File: src/gazs_pkg.sv
// ----------------------------------------------------------------------------
// gazs_pkg: shared types and constants for gyro average, zero and scale
// Sequencer state type, register index codes and fixed field widths.
// ----------------------------------------------------------------------------
package gazs_pkg;

   localparam int SUM_W   = 15;  // roll/pitch sum width
   localparam int COUNT_W = 6;   // sample count width
   localparam int QUO_W   = 16;  // dividend and quotient width
   localparam int WORD_W  = 16;  // zero point and accumulator width
   localparam int BYTE_W  = 8;
   localparam int FINE_W  = 12;
   localparam int CSR_IDX_W  = 3;
   localparam int CSR_DATA_W = 8;

   localparam logic [CSR_IDX_W-1:0] CSR_CROSS_MODE  = 3'd0;
   localparam logic [CSR_IDX_W-1:0] CSR_SENSOR_TYPE = 3'd1;
   localparam logic [CSR_IDX_W-1:0] CSR_SKIP_TRIMS  = 3'd2;
   localparam logic [CSR_IDX_W-1:0] CSR_ROLL_TRIM   = 3'd3;
   localparam logic [CSR_IDX_W-1:0] CSR_PITCH_TRIM  = 3'd4;

   typedef enum logic [2:0] {
      ST_IDLE,
      ST_DIV,
      ST_ROTATE,
      ST_APPLY,
      ST_FINAL
   } state_type;

endpackage

File: src/gyro_average_zero_and_scale.sv
// ----------------------------------------------------------------------------
// gyro_average_zero_and_scale: gyro averaging, auto-zero and rate scaling
// Per frame averages roll/pitch sums, calibrates zero points and scales rates.
// ----------------------------------------------------------------------------
// One request per control frame; a new request is stalled until the block is
// idle again. A request passes through one shared restoring divider that
// makes one quotient bit per cycle (roll average, then pitch average), then
// cross rotation, zero subtraction or calibration accumulation, and final
// scaling into the result register. The final step waits while the previous
// result is still stalled. The user must write configuration registers through
// the csr port only while the block is idle; the block does not enforce this.
// ----------------------------------------------------------------------------
module gyro_average_zero_and_scale #(
   parameter int MAX_SAMPLES = 32
) (
   input  logic                                 clock,
   input  logic                                 reset,
   // request channel
   input  logic                                 req_valid,
   output logic                                 req_stall,
   input  logic [gazs_pkg::SUM_W-1:0]           req_roll_sum,
   input  logic [gazs_pkg::SUM_W-1:0]           req_pitch_sum,
   input  logic [gazs_pkg::COUNT_W-1:0]         req_sample_count,
   input  logic [gazs_pkg::BYTE_W-1:0]          req_yaw_sample,
   input  logic [gazs_pkg::BYTE_W-1:0]          req_calib_count,
   // response channel
   output logic                                 rsp_valid,
   input  logic                                 rsp_stall,
   output logic signed [gazs_pkg::BYTE_W-1:0]   rsp_roll_pd,
   output logic signed [gazs_pkg::BYTE_W-1:0]   rsp_pitch_pd,
   output logic signed [gazs_pkg::FINE_W-1:0]   rsp_roll_fine,
   output logic signed [gazs_pkg::FINE_W-1:0]   rsp_pitch_fine,
   output logic signed [gazs_pkg::BYTE_W-1:0]   rsp_yaw_rate,
   output logic                                 rsp_calibrating,
   // configuration port
   input  logic                                 csr_write_enable,
   input  logic [gazs_pkg::CSR_IDX_W-1:0]       csr_index,
   input  logic [gazs_pkg::CSR_DATA_W-1:0]      csr_write_data
);
   import gazs_pkg::*;

   localparam int DIV_W = $clog2(MAX_SAMPLES + 1);
   localparam int CNT_W = $clog2(QUO_W);
   localparam logic [DIV_W-1:0] MAX_N = DIV_W'(MAX_SAMPLES);
   localparam logic [CNT_W-1:0] LAST_STEP = CNT_W'(QUO_W - 1);

   // configuration
   logic              cross_mode_ff, sensor_type_ff, skip_trims_ff;
   logic [BYTE_W-1:0] roll_trim_ff, pitch_trim_ff;

   // persistent state
   logic [WORD_W-1:0] roll_zero_ff, roll_zero_in;
   logic [WORD_W-1:0] pitch_zero_ff, pitch_zero_in;
   logic [WORD_W-1:0] roll_acc_ff, roll_acc_in;
   logic [WORD_W-1:0] pitch_acc_ff, pitch_acc_in;
   logic [BYTE_W-1:0] yaw_zero_ff, yaw_zero_in;

   // sequencer and request holding
   state_type         state_ff, state_in;
   logic [SUM_W-1:0]  pitch_sum_ff, pitch_sum_in;
   logic [DIV_W-1:0]  half_ff, half_in;
   logic [BYTE_W-1:0] yaw_ff, yaw_in;
   logic [BYTE_W-1:0] cal_ff, cal_in;

   // shared divider
   logic [DIV_W-1:0]  div_n_ff, div_n_in;
   logic [DIV_W-1:0]  rem_ff, rem_in;
   logic [QUO_W-1:0]  quo_ff, quo_in;
   logic [CNT_W-1:0]  div_cnt_ff, div_cnt_in;
   logic              div_axis_ff, div_axis_in;
   logic [DIV_W:0]    trial;
   logic [DIV_W:0]    trial_diff;
   logic              trial_ge;
   logic [QUO_W-1:0]  quo_next;

   // averages, later the zero-corrected differences
   logic [WORD_W-1:0] roll_val_ff, roll_val_in;
   logic [WORD_W-1:0] pitch_val_ff, pitch_val_in;

   // result register
   logic                      rsp_valid_ff, rsp_valid_in;
   logic signed [BYTE_W-1:0]  roll_pd_ff, roll_pd_in;
   logic signed [BYTE_W-1:0]  pitch_pd_ff, pitch_pd_in;
   logic signed [FINE_W-1:0]  roll_fine_ff, roll_fine_in;
   logic signed [FINE_W-1:0]  pitch_fine_ff, pitch_fine_in;
   logic signed [BYTE_W-1:0]  yaw_rate_ff, yaw_rate_in;
   logic                      calib_ff, calib_in;

   logic              req_accept;
   logic              rsp_free;
   logic [DIV_W-1:0]  n_eff;
   logic [DIV_W-1:0]  n_half;
   logic [BYTE_W-1:0] yaw_zero_use;
   logic [WORD_W-1:0] roll_trim_add, pitch_trim_add;
   logic [WORD_W-1:0] roll_cal_sum, pitch_cal_sum;
   logic [BYTE_W-1:0] roll_pd_s, pitch_pd_s;
   logic [FINE_W-1:0] roll_fine_s, pitch_fine_s;

   function automatic logic [FINE_W-1:0] sat_fine(input logic [WORD_W-1:0] x);
      logic [FINE_W-1:0] r;
      if (x[WORD_W-1] == 1'b0 && x[WORD_W-2:FINE_W-1] != '0) begin
         r = {1'b0, {(FINE_W-1){1'b1}}};
      end else if (x[WORD_W-1] == 1'b1 && x[WORD_W-2:FINE_W-1] != '1) begin
         r = {1'b1, {(FINE_W-1){1'b0}}};
      end else begin
         r = x[FINE_W-1:0];
      end
      return r;
   endfunction

   // pd keeps low 8 bits of the scaled value, fine saturates to 12 bits
   function automatic logic [BYTE_W+FINE_W-1:0] scale_axis(
      input logic [WORD_W-1:0] d,
      input logic              sensor
   );
      logic [WORD_W-1:0] d1;
      logic [WORD_W-1:0] d2;
      logic [BYTE_W-1:0] pd;
      logic [FINE_W-1:0] fine;
      d1 = d + WORD_W'(1);
      d2 = d + WORD_W'(2);
      if (!sensor) begin
         pd   = d2[BYTE_W+1:2];
         fine = sat_fine({d1[WORD_W-1], d1[WORD_W-1:1]});
      end else begin
         pd   = d1[BYTE_W:1];
         fine = sat_fine(d);
      end
      return {pd, fine};
   endfunction

   assign req_accept = req_valid && !req_stall;
   assign req_stall  = (state_ff != ST_IDLE);
   assign rsp_free   = !rsp_valid_ff || !rsp_stall;

   // divisor: zero count divides by one, large counts clamp
   always_comb begin
      if (req_sample_count == '0) begin
         n_eff = DIV_W'(1);
      end else if (int'(req_sample_count) > MAX_SAMPLES) begin
         n_eff = MAX_N;
      end else begin
         n_eff = DIV_W'(req_sample_count);
      end
      n_half = n_eff >> 1;
   end

   // one restoring divide step
   assign trial      = {rem_ff, quo_ff[QUO_W-1]};
   assign trial_diff = trial - {1'b0, div_n_ff};
   assign trial_ge   = (trial >= {1'b0, div_n_ff});
   assign quo_next   = {quo_ff[QUO_W-2:0], trial_ge};

   assign yaw_zero_use   = (yaw_zero_ff == '0) ? yaw_ff : yaw_zero_ff;
   assign roll_trim_add  = skip_trims_ff ? '0 : {{(WORD_W-BYTE_W){roll_trim_ff[BYTE_W-1]}},
                                                 roll_trim_ff};
   assign pitch_trim_add = skip_trims_ff ? '0 : {{(WORD_W-BYTE_W){pitch_trim_ff[BYTE_W-1]}},
                                                 pitch_trim_ff};
   assign roll_cal_sum   = roll_acc_ff + WORD_W'(16) + roll_trim_add;
   assign pitch_cal_sum  = pitch_acc_ff + WORD_W'(16) + pitch_trim_add;
   assign {roll_pd_s, roll_fine_s}   = scale_axis(roll_val_ff, sensor_type_ff);
   assign {pitch_pd_s, pitch_fine_s} = scale_axis(pitch_val_ff, sensor_type_ff);

   always_comb begin
      state_in      = state_ff;
      pitch_sum_in  = pitch_sum_ff;
      half_in       = half_ff;
      yaw_in        = yaw_ff;
      cal_in        = cal_ff;
      div_n_in      = div_n_ff;
      rem_in        = rem_ff;
      quo_in        = quo_ff;
      div_cnt_in    = div_cnt_ff;
      div_axis_in   = div_axis_ff;
      roll_val_in   = roll_val_ff;
      pitch_val_in  = pitch_val_ff;
      roll_zero_in  = roll_zero_ff;
      pitch_zero_in = pitch_zero_ff;
      roll_acc_in   = roll_acc_ff;
      pitch_acc_in  = pitch_acc_ff;
      yaw_zero_in   = yaw_zero_ff;
      rsp_valid_in  = rsp_valid_ff && rsp_stall;
      roll_pd_in    = roll_pd_ff;
      pitch_pd_in   = pitch_pd_ff;
      roll_fine_in  = roll_fine_ff;
      pitch_fine_in = pitch_fine_ff;
      yaw_rate_in   = yaw_rate_ff;
      calib_in      = calib_ff;

      case (state_ff)
         ST_IDLE: begin
            if (req_accept) begin
               pitch_sum_in = req_pitch_sum;
               half_in      = n_half;
               yaw_in       = req_yaw_sample;
               cal_in       = req_calib_count;
               div_n_in     = n_eff;
               rem_in       = '0;
               quo_in       = QUO_W'(req_roll_sum) + QUO_W'(n_half);
               div_cnt_in   = '0;
               div_axis_in  = 1'b0;
               state_in     = ST_DIV;
            end
         end
         ST_DIV: begin
            rem_in     = trial_ge ? trial_diff[DIV_W-1:0] : trial[DIV_W-1:0];
            quo_in     = quo_next;
            div_cnt_in = div_cnt_ff + CNT_W'(1);
            if (div_cnt_ff == LAST_STEP) begin
               rem_in = '0;
               if (!div_axis_ff) begin
                  roll_val_in = quo_next;
                  quo_in      = QUO_W'(pitch_sum_ff) + QUO_W'(half_ff);
                  div_axis_in = 1'b1;
               end else begin
                  pitch_val_in = quo_next;
                  state_in     = ST_ROTATE;
               end
            end
         end
         ST_ROTATE: begin
            if (cross_mode_ff) begin
               roll_val_in  = roll_val_ff + pitch_val_ff;
               pitch_val_in = roll_val_ff - pitch_val_ff;
            end
            state_in = ST_APPLY;
         end
         ST_APPLY: begin
            if (cal_ff != '0) begin
               roll_acc_in  = roll_acc_ff + roll_val_ff;
               pitch_acc_in = pitch_acc_ff + pitch_val_ff;
            end else begin
               roll_val_in  = roll_val_ff - roll_zero_ff;
               pitch_val_in = pitch_val_ff - pitch_zero_ff;
            end
            state_in = ST_FINAL;
         end
         ST_FINAL: begin
            if (rsp_free) begin
               rsp_valid_in = 1'b1;
               if (cal_ff != '0) begin
                  roll_pd_in    = '0;
                  pitch_pd_in   = '0;
                  roll_fine_in  = '0;
                  pitch_fine_in = '0;
                  yaw_rate_in   = '0;
                  calib_in      = 1'b1;
                  // last calibration frame closes the average over 32 frames
                  if (cal_ff == BYTE_W'(1)) begin
                     roll_zero_in  = {5'd0, roll_cal_sum[WORD_W-1:5]};
                     pitch_zero_in = {5'd0, pitch_cal_sum[WORD_W-1:5]};
                     roll_acc_in   = '0;
                     pitch_acc_in  = '0;
                  end
               end else begin
                  roll_pd_in    = roll_pd_s;
                  pitch_pd_in   = pitch_pd_s;
                  roll_fine_in  = roll_fine_s;
                  pitch_fine_in = pitch_fine_s;
                  // yaw zero captured on first nonzero flight sample
                  yaw_zero_in   = yaw_zero_use;
                  yaw_rate_in   = yaw_ff - yaw_zero_use;
                  calib_in      = 1'b0;
               end
               state_in = ST_IDLE;
            end
         end
         default: begin
            state_in = ST_IDLE;
         end
      endcase
   end

   always_ff @(posedge clock) begin
      if (reset) begin
         state_ff       <= ST_IDLE;
         rsp_valid_ff   <= 1'b0;
         cross_mode_ff  <= 1'b0;
         sensor_type_ff <= 1'b0;
         skip_trims_ff  <= 1'b0;
         roll_trim_ff   <= '0;
         pitch_trim_ff  <= '0;
         roll_zero_ff   <= '0;
         pitch_zero_ff  <= '0;
         roll_acc_ff    <= '0;
         pitch_acc_ff   <= '0;
         yaw_zero_ff    <= '0;
      end else begin
         state_ff      <= state_in;
         rsp_valid_ff  <= rsp_valid_in;
         roll_zero_ff  <= roll_zero_in;
         pitch_zero_ff <= pitch_zero_in;
         roll_acc_ff   <= roll_acc_in;
         pitch_acc_ff  <= pitch_acc_in;
         yaw_zero_ff   <= yaw_zero_in;
         if (csr_write_enable) begin
            case (csr_index)
               CSR_CROSS_MODE:  cross_mode_ff  <= csr_write_data[0];
               CSR_SENSOR_TYPE: sensor_type_ff <= csr_write_data[0];
               CSR_SKIP_TRIMS:  skip_trims_ff  <= csr_write_data[0];
               CSR_ROLL_TRIM:   roll_trim_ff   <= csr_write_data;
               CSR_PITCH_TRIM:  pitch_trim_ff  <= csr_write_data;
               default: begin
               end
            endcase
         end
      end
   end

   always_ff @(posedge clock) begin
      pitch_sum_ff  <= pitch_sum_in;
      half_ff       <= half_in;
      yaw_ff        <= yaw_in;
      cal_ff        <= cal_in;
      div_n_ff      <= div_n_in;
      rem_ff        <= rem_in;
      quo_ff        <= quo_in;
      div_cnt_ff    <= div_cnt_in;
      div_axis_ff   <= div_axis_in;
      roll_val_ff   <= roll_val_in;
      pitch_val_ff  <= pitch_val_in;
      roll_pd_ff    <= roll_pd_in;
      pitch_pd_ff   <= pitch_pd_in;
      roll_fine_ff  <= roll_fine_in;
      pitch_fine_ff <= pitch_fine_in;
      yaw_rate_ff   <= yaw_rate_in;
      calib_ff      <= calib_in;
   end

   assign rsp_valid       = rsp_valid_ff;
   assign rsp_roll_pd     = roll_pd_ff;
   assign rsp_pitch_pd    = pitch_pd_ff;
   assign rsp_roll_fine   = roll_fine_ff;
   assign rsp_pitch_fine  = pitch_fine_ff;
   assign rsp_yaw_rate    = yaw_rate_ff;
   assign rsp_calibrating = calib_ff;

   a_div_start: assert property (@(posedge clock) disable iff (reset)
      req_accept |=> (state_ff == ST_DIV && div_cnt_ff == '0 && !div_axis_ff))
      else $error("divider not started cleanly after request");

   a_rem_bound: assert property (@(posedge clock) disable iff (reset)
      state_ff == ST_DIV |-> (rem_ff < div_n_ff && div_n_ff != '0))
      else $error("divider remainder out of range");

   a_rsp_source: assert property (@(posedge clock) disable iff (reset)
      $rose(rsp_valid_ff) |-> $past(state_ff) == ST_FINAL)
      else $error("response raised outside final step");

   a_cal_zeroes: assert property (@(posedge clock) disable iff (reset)
      (rsp_valid_ff && calib_ff) |-> (roll_pd_ff == '0 && pitch_pd_ff == '0 &&
         roll_fine_ff == '0 && pitch_fine_ff == '0 && yaw_rate_ff == '0))
      else $error("calibration response carries nonzero rates");

endmodule
File: config.mk
export PLATFORM = sky130hd
export DESIGN_NAME = gyro_average_zero_and_scale
export DESIGN_NICKNAME = d
export VERILOG_FILES = /design/src/gazs_pkg.sv /design/src/gyro_average_zero_and_scale.sv
export SDC_FILE = /design/constraint.sdc
export NUM_CORES = 1
export LEC_CHECK = 0
export BUFFER_PORTS_ARGS = -buffer_cell sky130_fd_sc_hd__buf_2
export CAP_MARGIN = 0
export CORE_UTILIZATION = 35
export DETAILED_ROUTE_END_ITERATION = 10
export GPL_ROUTABILITY_DRIVEN = 0
export PLACE_DENSITY = 0.55
export SETUP_SLACK_MARGIN = 0.02
export SLEW_MARGIN = 20
export SYNTH_ARGS = -nofsm -noshare
export SYNTH_HDL_FRONTEND = slang
export SYNTH_SLANG_ARGS = --single-unit
File: constraint.sdc
create_clock -name clock -period 6.6 [get_ports clock]
set_input_delay 1.32 -clock clock [delete_from_list [all_inputs] [get_ports clock]]
set_output_delay 1.32 -clock clock [all_outputs]
set_load 0.1 [all_outputs]
* Word level (Yosys, flattened, before mapping)
Index checks and enable logic that the tools add are counted.
** Word-level totals
- Flip-flop bits (word level) :: 230
- Input port bits :: 68
- Output and inout port bits :: 51
- Logic and storage cells :: 176
** Cells by class
- Add/subtract/negate cells :: 19
- $lt $le $gt $ge :: 2
- Eq/ne operators :: 24
- Multiplexer cells :: 55
- Bitwise gates (word level) :: 5
- Reduce and logical (&&, ||, !) cells :: 42
** Operators by type and width (number)
- $mux W16 :: 18
- $mux W12 :: 10
- $pmux W16 S2 :: 3
- $pmux W16 S3 :: 2
- $add A16 B16 Y16 :: 5
- $add A15 B5 Y16 :: 2
- $add A16 B1 Y16 const B :: 2
- $add A16 B5 Y16 const B :: 2
- $sub A16 B11 Y16 :: 2
- $mux W6 :: 5
- $mux W8 :: 3
- $add A10 B2 Y10 const B :: 2
- $ne A2 B2 Y1 const B :: 10
- $ne A4 B4 Y1 const B :: 4
- $reduce_and A2 Y1 :: 8
- $reduce_bool A4 Y1 :: 4
- $sub A16 B16 Y16 :: 1
- $pmux W3 S5 :: 1
- $reduce_and A5 Y1 :: 3
- $eq A3 B2 Y1 const B :: 4
- $mux W3 :: 4
- $pmux W6 S2 :: 1
- $logic_and A1 B1 Y1 :: 10
- $eq A8 B1 Y1 const B :: 1
- other kinds (23) :: 40

* Longest topological paths before layout
- Depth in word-level cells :: 6
- Gate-level depth with buffers :: 16
- Mapped depth without buffers :: 14

* Worst setup path after synthesis
No wires, ideal clock.
- Path type :: input to register
- From :: input port req_valid
- To :: register div_cnt_ff[0], enable pin
- Arrival :: 4.699 ns
- Slack :: 1.535 ns
- Cell stages on the path :: 3
- Path through :: nand2_1 nor3_1 or2_2
** On the way
- Word-level cells in the longest chain between the ends :: 3
** Ends and longest elaborated chain
- start: declaration :: RTL line gyro_average_zero_and_scale.sv:19 : input logic req_valid,
- $logic_and A1 B1 Y1 :: RTL line gyro_average_zero_and_scale.sv:132 : assign req_accept = req_valid && !req_stall;
- $ne A2 B2 Y1 (no line)
- $reduce_and A2 Y1 (no line)
- end signal: assignment :: RTL line gyro_average_zero_and_scale.sv:318 : div_cnt_ff <= div_cnt_in;
- end: declaration :: RTL line gyro_average_zero_and_scale.sv:69 : logic [CNT_W-1:0] div_cnt_ff, div_cnt_in;
Every way passes these cells.
A chain may end at the register's enable or synchronous reset.

* Worst setup path in the final report
- From :: register pitch_val_ff[0]
- To :: register roll_val_ff[13], data pin
** On the way
- Word-level cells in the longest chain between the ends :: 3
** Ends and longest elaborated chain
- start: declaration :: RTL line gyro_average_zero_and_scale.sv:78 : logic [WORD_W-1:0] pitch_val_ff, pitch_val_in;
- start signal: assignment :: RTL line gyro_average_zero_and_scale.sv:321 : pitch_val_ff <= pitch_val_in;
- $add A16 B16 Y16 :: RTL line gyro_average_zero_and_scale.sv:223 : roll_val_in = roll_val_ff + pitch_val_ff;
- $mux W16 :: RTL line gyro_average_zero_and_scale.sv:222 : if (cross_mode_ff) begin
- $pmux W16 S3 :: RTL line gyro_average_zero_and_scale.sv:190 : case (state_ff)
- net roll_val_in[13] :: RTL line gyro_average_zero_and_scale.sv:77 : logic [WORD_W-1:0] roll_val_ff, roll_val_in;
- end signal: assignment :: RTL line gyro_average_zero_and_scale.sv:320 : roll_val_ff <= roll_val_in;
- end: declaration :: RTL line gyro_average_zero_and_scale.sv:77
The timed path passes the listed nets, and every way through them passes these cells. The select of a mux whose other input is x is not followed.

==> metrics.yaml <==
status: "completed"
placedCellCount: 2497
die_y_microns: 219
holdCritPathClass: "flip-flop to flip-flop"
cts_resized: 0
required_ns: 6.91
die_w_microns: 219
grt_pass1_wl_mm: 72.9
clk_pin_slew_worst_paths_ns: 0.06
cts_tree: "done"
drc: 0
end_kind: "flip-flop"
ys_seq_elements: 230
final_hold_viol_count: 0
synth_top_area_share_pct: 26.4
setup_violations: 0
synth_edf_count: 145
antenna_found_initial: 0
synth_fp_nets: 2071
yosysUniqueCellTypes: 78
io_pins: 119
fin_crit_sh_pct: 57.0
critical_path.cell_chain: "inv_1 -> ha_1 -> nand4_1 -> nor4_1 -> xnor2_1 -> nand2_1 -> o21ai_0 -> ha_1 -> nand3_1 -> a211oi_1 -> nor3_1 -> o31ai_1 -> nor4_1 -> a211o_1"
synth.avg_cell_area_sq_um: 8.96
cp_slowest_cell: "edfxtp_1"
area_delta_synth_final_pct: 12.2
htree_levels: 1
cts_max_path_buffers: 3
drv_slew: 0
finalCriticalPeriod_ns: 3.76
grt-ovfl-total: 0
first_pass_iters: 5
synth_area_leaders: "edfxtp_1 26%, ha_1 12%, dfxtp_1 10%"
async_flop_share_pct: 0
powerDensity_nw_per_um2: 193
rsz0062_at_grt: "false"
final_core_util_pct: 39.8
nets: 2154
synth_flop_cell: "edfxtp_1"
crit_path_start_kind: "flip-flop"
hold_ws_ns: 0.453
postCtsSetupBuffers: 0
total_power_mw: 3.57
cts_buffers: 28
clkLatencyLatePin_ns: 0.57
yosysTopAreaCell: "edfxtp_1"
num_antenna_cells: 0
drv_cap: 0
first_iter_violations: 1004
clock.fmax_mhz: 266
grt_max_degree: 55
ys_seq_area_share_pct: 36.8
fp-row-count: 79
path_class: "flip-flop to flip-flop"
p_leak_nw: 7.30
cts.hold.buffers_added: 0
dp_hpwl_mm: 35.0
yosysWarnings: 0
crit_path_max_fanout: 11
routedWlPerCell_microns: 18.2
syn-cell-area_sq_um: 16500
tns_ns: 0
cts-root-buf: "clkbuf_16"
avgViaCountPerCell: 5.41
fin_skew_ns: 0.0141
drt_wl_total_mm: 46.4
synthCells: 1837
antenna_left: 0
irDropWorstVdd_mv: 0.222
final_cell_count_no_fill: 2549
drive_gt1_share_pct: 10.1
cts_sinks: 230
relSlewSlack_pct: 38.7
vias: 13800
core_sq_um: 46500
grt_pass1_vias: 13400
worst_pin_slew_ns: 0.920
die_area_sq_um: 47900
gr-usage-all-layers_pct: 19.3
portBuffers: 118
cpPeakStageDelay_ns: 0.59
start_util_pct: 35.4
cp.arrival_ns: 4.08
-- area by class of cell --
cell class / instances / area, sq um
well taps: 607 / 759
inverters: 100 / 377
flip-flops and latches: 230 / 6060
multi-input cells: 1429 / 9710
clock inverters: 15 / 116
repair buffers: 131 / 688
clock buffers: 37 / 766
fillers: 4661 / 28000
-- where the power goes --
part	total [mW]	internal, mW	switching (mW)
sequential	1.65	1.60	0.0449
combinational	0.431	0.164	0.267
clock	1.50	0.856	0.640
-- cell usage in the layout (no fill, tap or decap), types with 14 or more instances in the layout --
| master | count |
|---|---|
| nand4_1 | 17 |
| buf_2 | 118 |
| a21oi_1 | 118 |
| o21ai_0 | 115 |
| a22oi_1 | 16 |
| a21o_1 | 18 |
| o21a_1 | 14 |
| and3_1 | 31 |
| xor2_1 | 49 |
| ha_1 | 157 |
| a31oi_1 | 31 |
| edfxtp_1 | 145 |
| dfxtp_1 | 85 |
| nand2_1 | 181 |
| nor2_1 | 159 |
| xnor2_1 | 96 |
| nor2b_1 | 45 |
| a211oi_1 | 39 |
| clkbuf_16 | 29 |
| or3_1 | 31 |
| nor3_1 | 41 |
| inv_1 | 98 |
| nand3_1 | 56 |
| nand2b_1 | 21 |
| mux2i_1 | 29 |
-- cell families after synthesis --
family / after synthesis / share of synthesized area [%]
simple gates: 642 / 19.1
compound gates: 444 / 17.1
flops: 230 / 36.8
buf+inv: 178 / 4.32
fa+ha+maj: 166 / 13.0
xor+xnor: 145 / 7.71
mux: 32 / 1.97
-- final timing paths --
| check | start | end | slack (ns) | cells after the start |
|---|---|---|---|---|
| min | roll_trim_ff[5] | roll_trim_ff[5] | 0.45 | 2 |
| max | pitch_val_ff[0] | roll_val_ff[13] | 2.84 | 14 |
| max reg2reg | pitch_val_ff[0] | roll_val_ff[13] | 2.84 | 14 |
| min reg2reg | roll_trim_ff[5] | roll_trim_ff[5] | 0.45 | 2 |
-- state kept, by name (all words and copies together) (netlist names), 3 cells and up --
register	cells
yaw_zero_ff	8
roll_zero_ff	11
rsp_pitch_pd	8
rsp_roll_fine	12
pitch_acc_ff	16
state_ff	3
div_cnt_ff	4
roll_val_ff	16
rsp_pitch_fine	12
pitch_trim_ff	8
pitch_sum_ff	15
roll_trim_ff	8
pitch_zero_ff	11
yaw_ff	8
roll_acc_ff	16
quo_ff	16
rsp_yaw_rate	8
div_n_ff	6
pitch_val_ff	16
rsp_roll_pd	8
cal_ff	8
rem_ff	6
-- critical path, delay by kind of cell (launching register included) --
family / cells / cell delay (ns)
fa+ha+maj: 2 / 0.65
xor+xnor: 1 / 0.12
simple gates: 6 / 0.93
compound gates: 4 / 0.96
buf+inv: 1 / 0.27
flops: 1 / 0.59
-- metal layers --
metal  track usage (%)  part of all wire [%]  up-vias
li1                  -                     -     6807
met1              26.1                    47     6505
met2              31.0                    44      398
met3              2.29                   5.1       79
met4              7.96                   4.0        0
met5                 0                     0        -
-- stage by stage --
stage / worst slack [ns] / cell area [sq um]
3_3_place_gp: 3.01 / 17600
5_1_grt: 2.47 / 18500
3_5_place_dp: 2.88 / 17600
2_1_floorplan: 1.54 / 16500
6_report: 2.84 / 18500
4_1_cts: 2.86 / 18500
-- synthesized netlist by cell type (all sizes together), types with 8 or more instances --
cell / number
nand2: 181
nor2: 160
ha: 157
edfxtp: 145
o21ai: 121
a21oi: 118
inv: 100
xnor2: 96
dfxtp: 85
clkbuf: 57
nand3: 57
xor2: 49
nor2b: 45
nor3: 43
a211oi: 39
a31oi: 31
and3: 31
or3: 31
mux2i: 29
buf: 21
nand2b: 21
a21o: 18
nand4: 17
a22oi: 16
o21a: 14
o21bai: 12
o211ai: 11
o31ai: 10
and2: 9
fa: 9
nor4: 9
a211o: 8
Power figures use the tool's default switching activity.
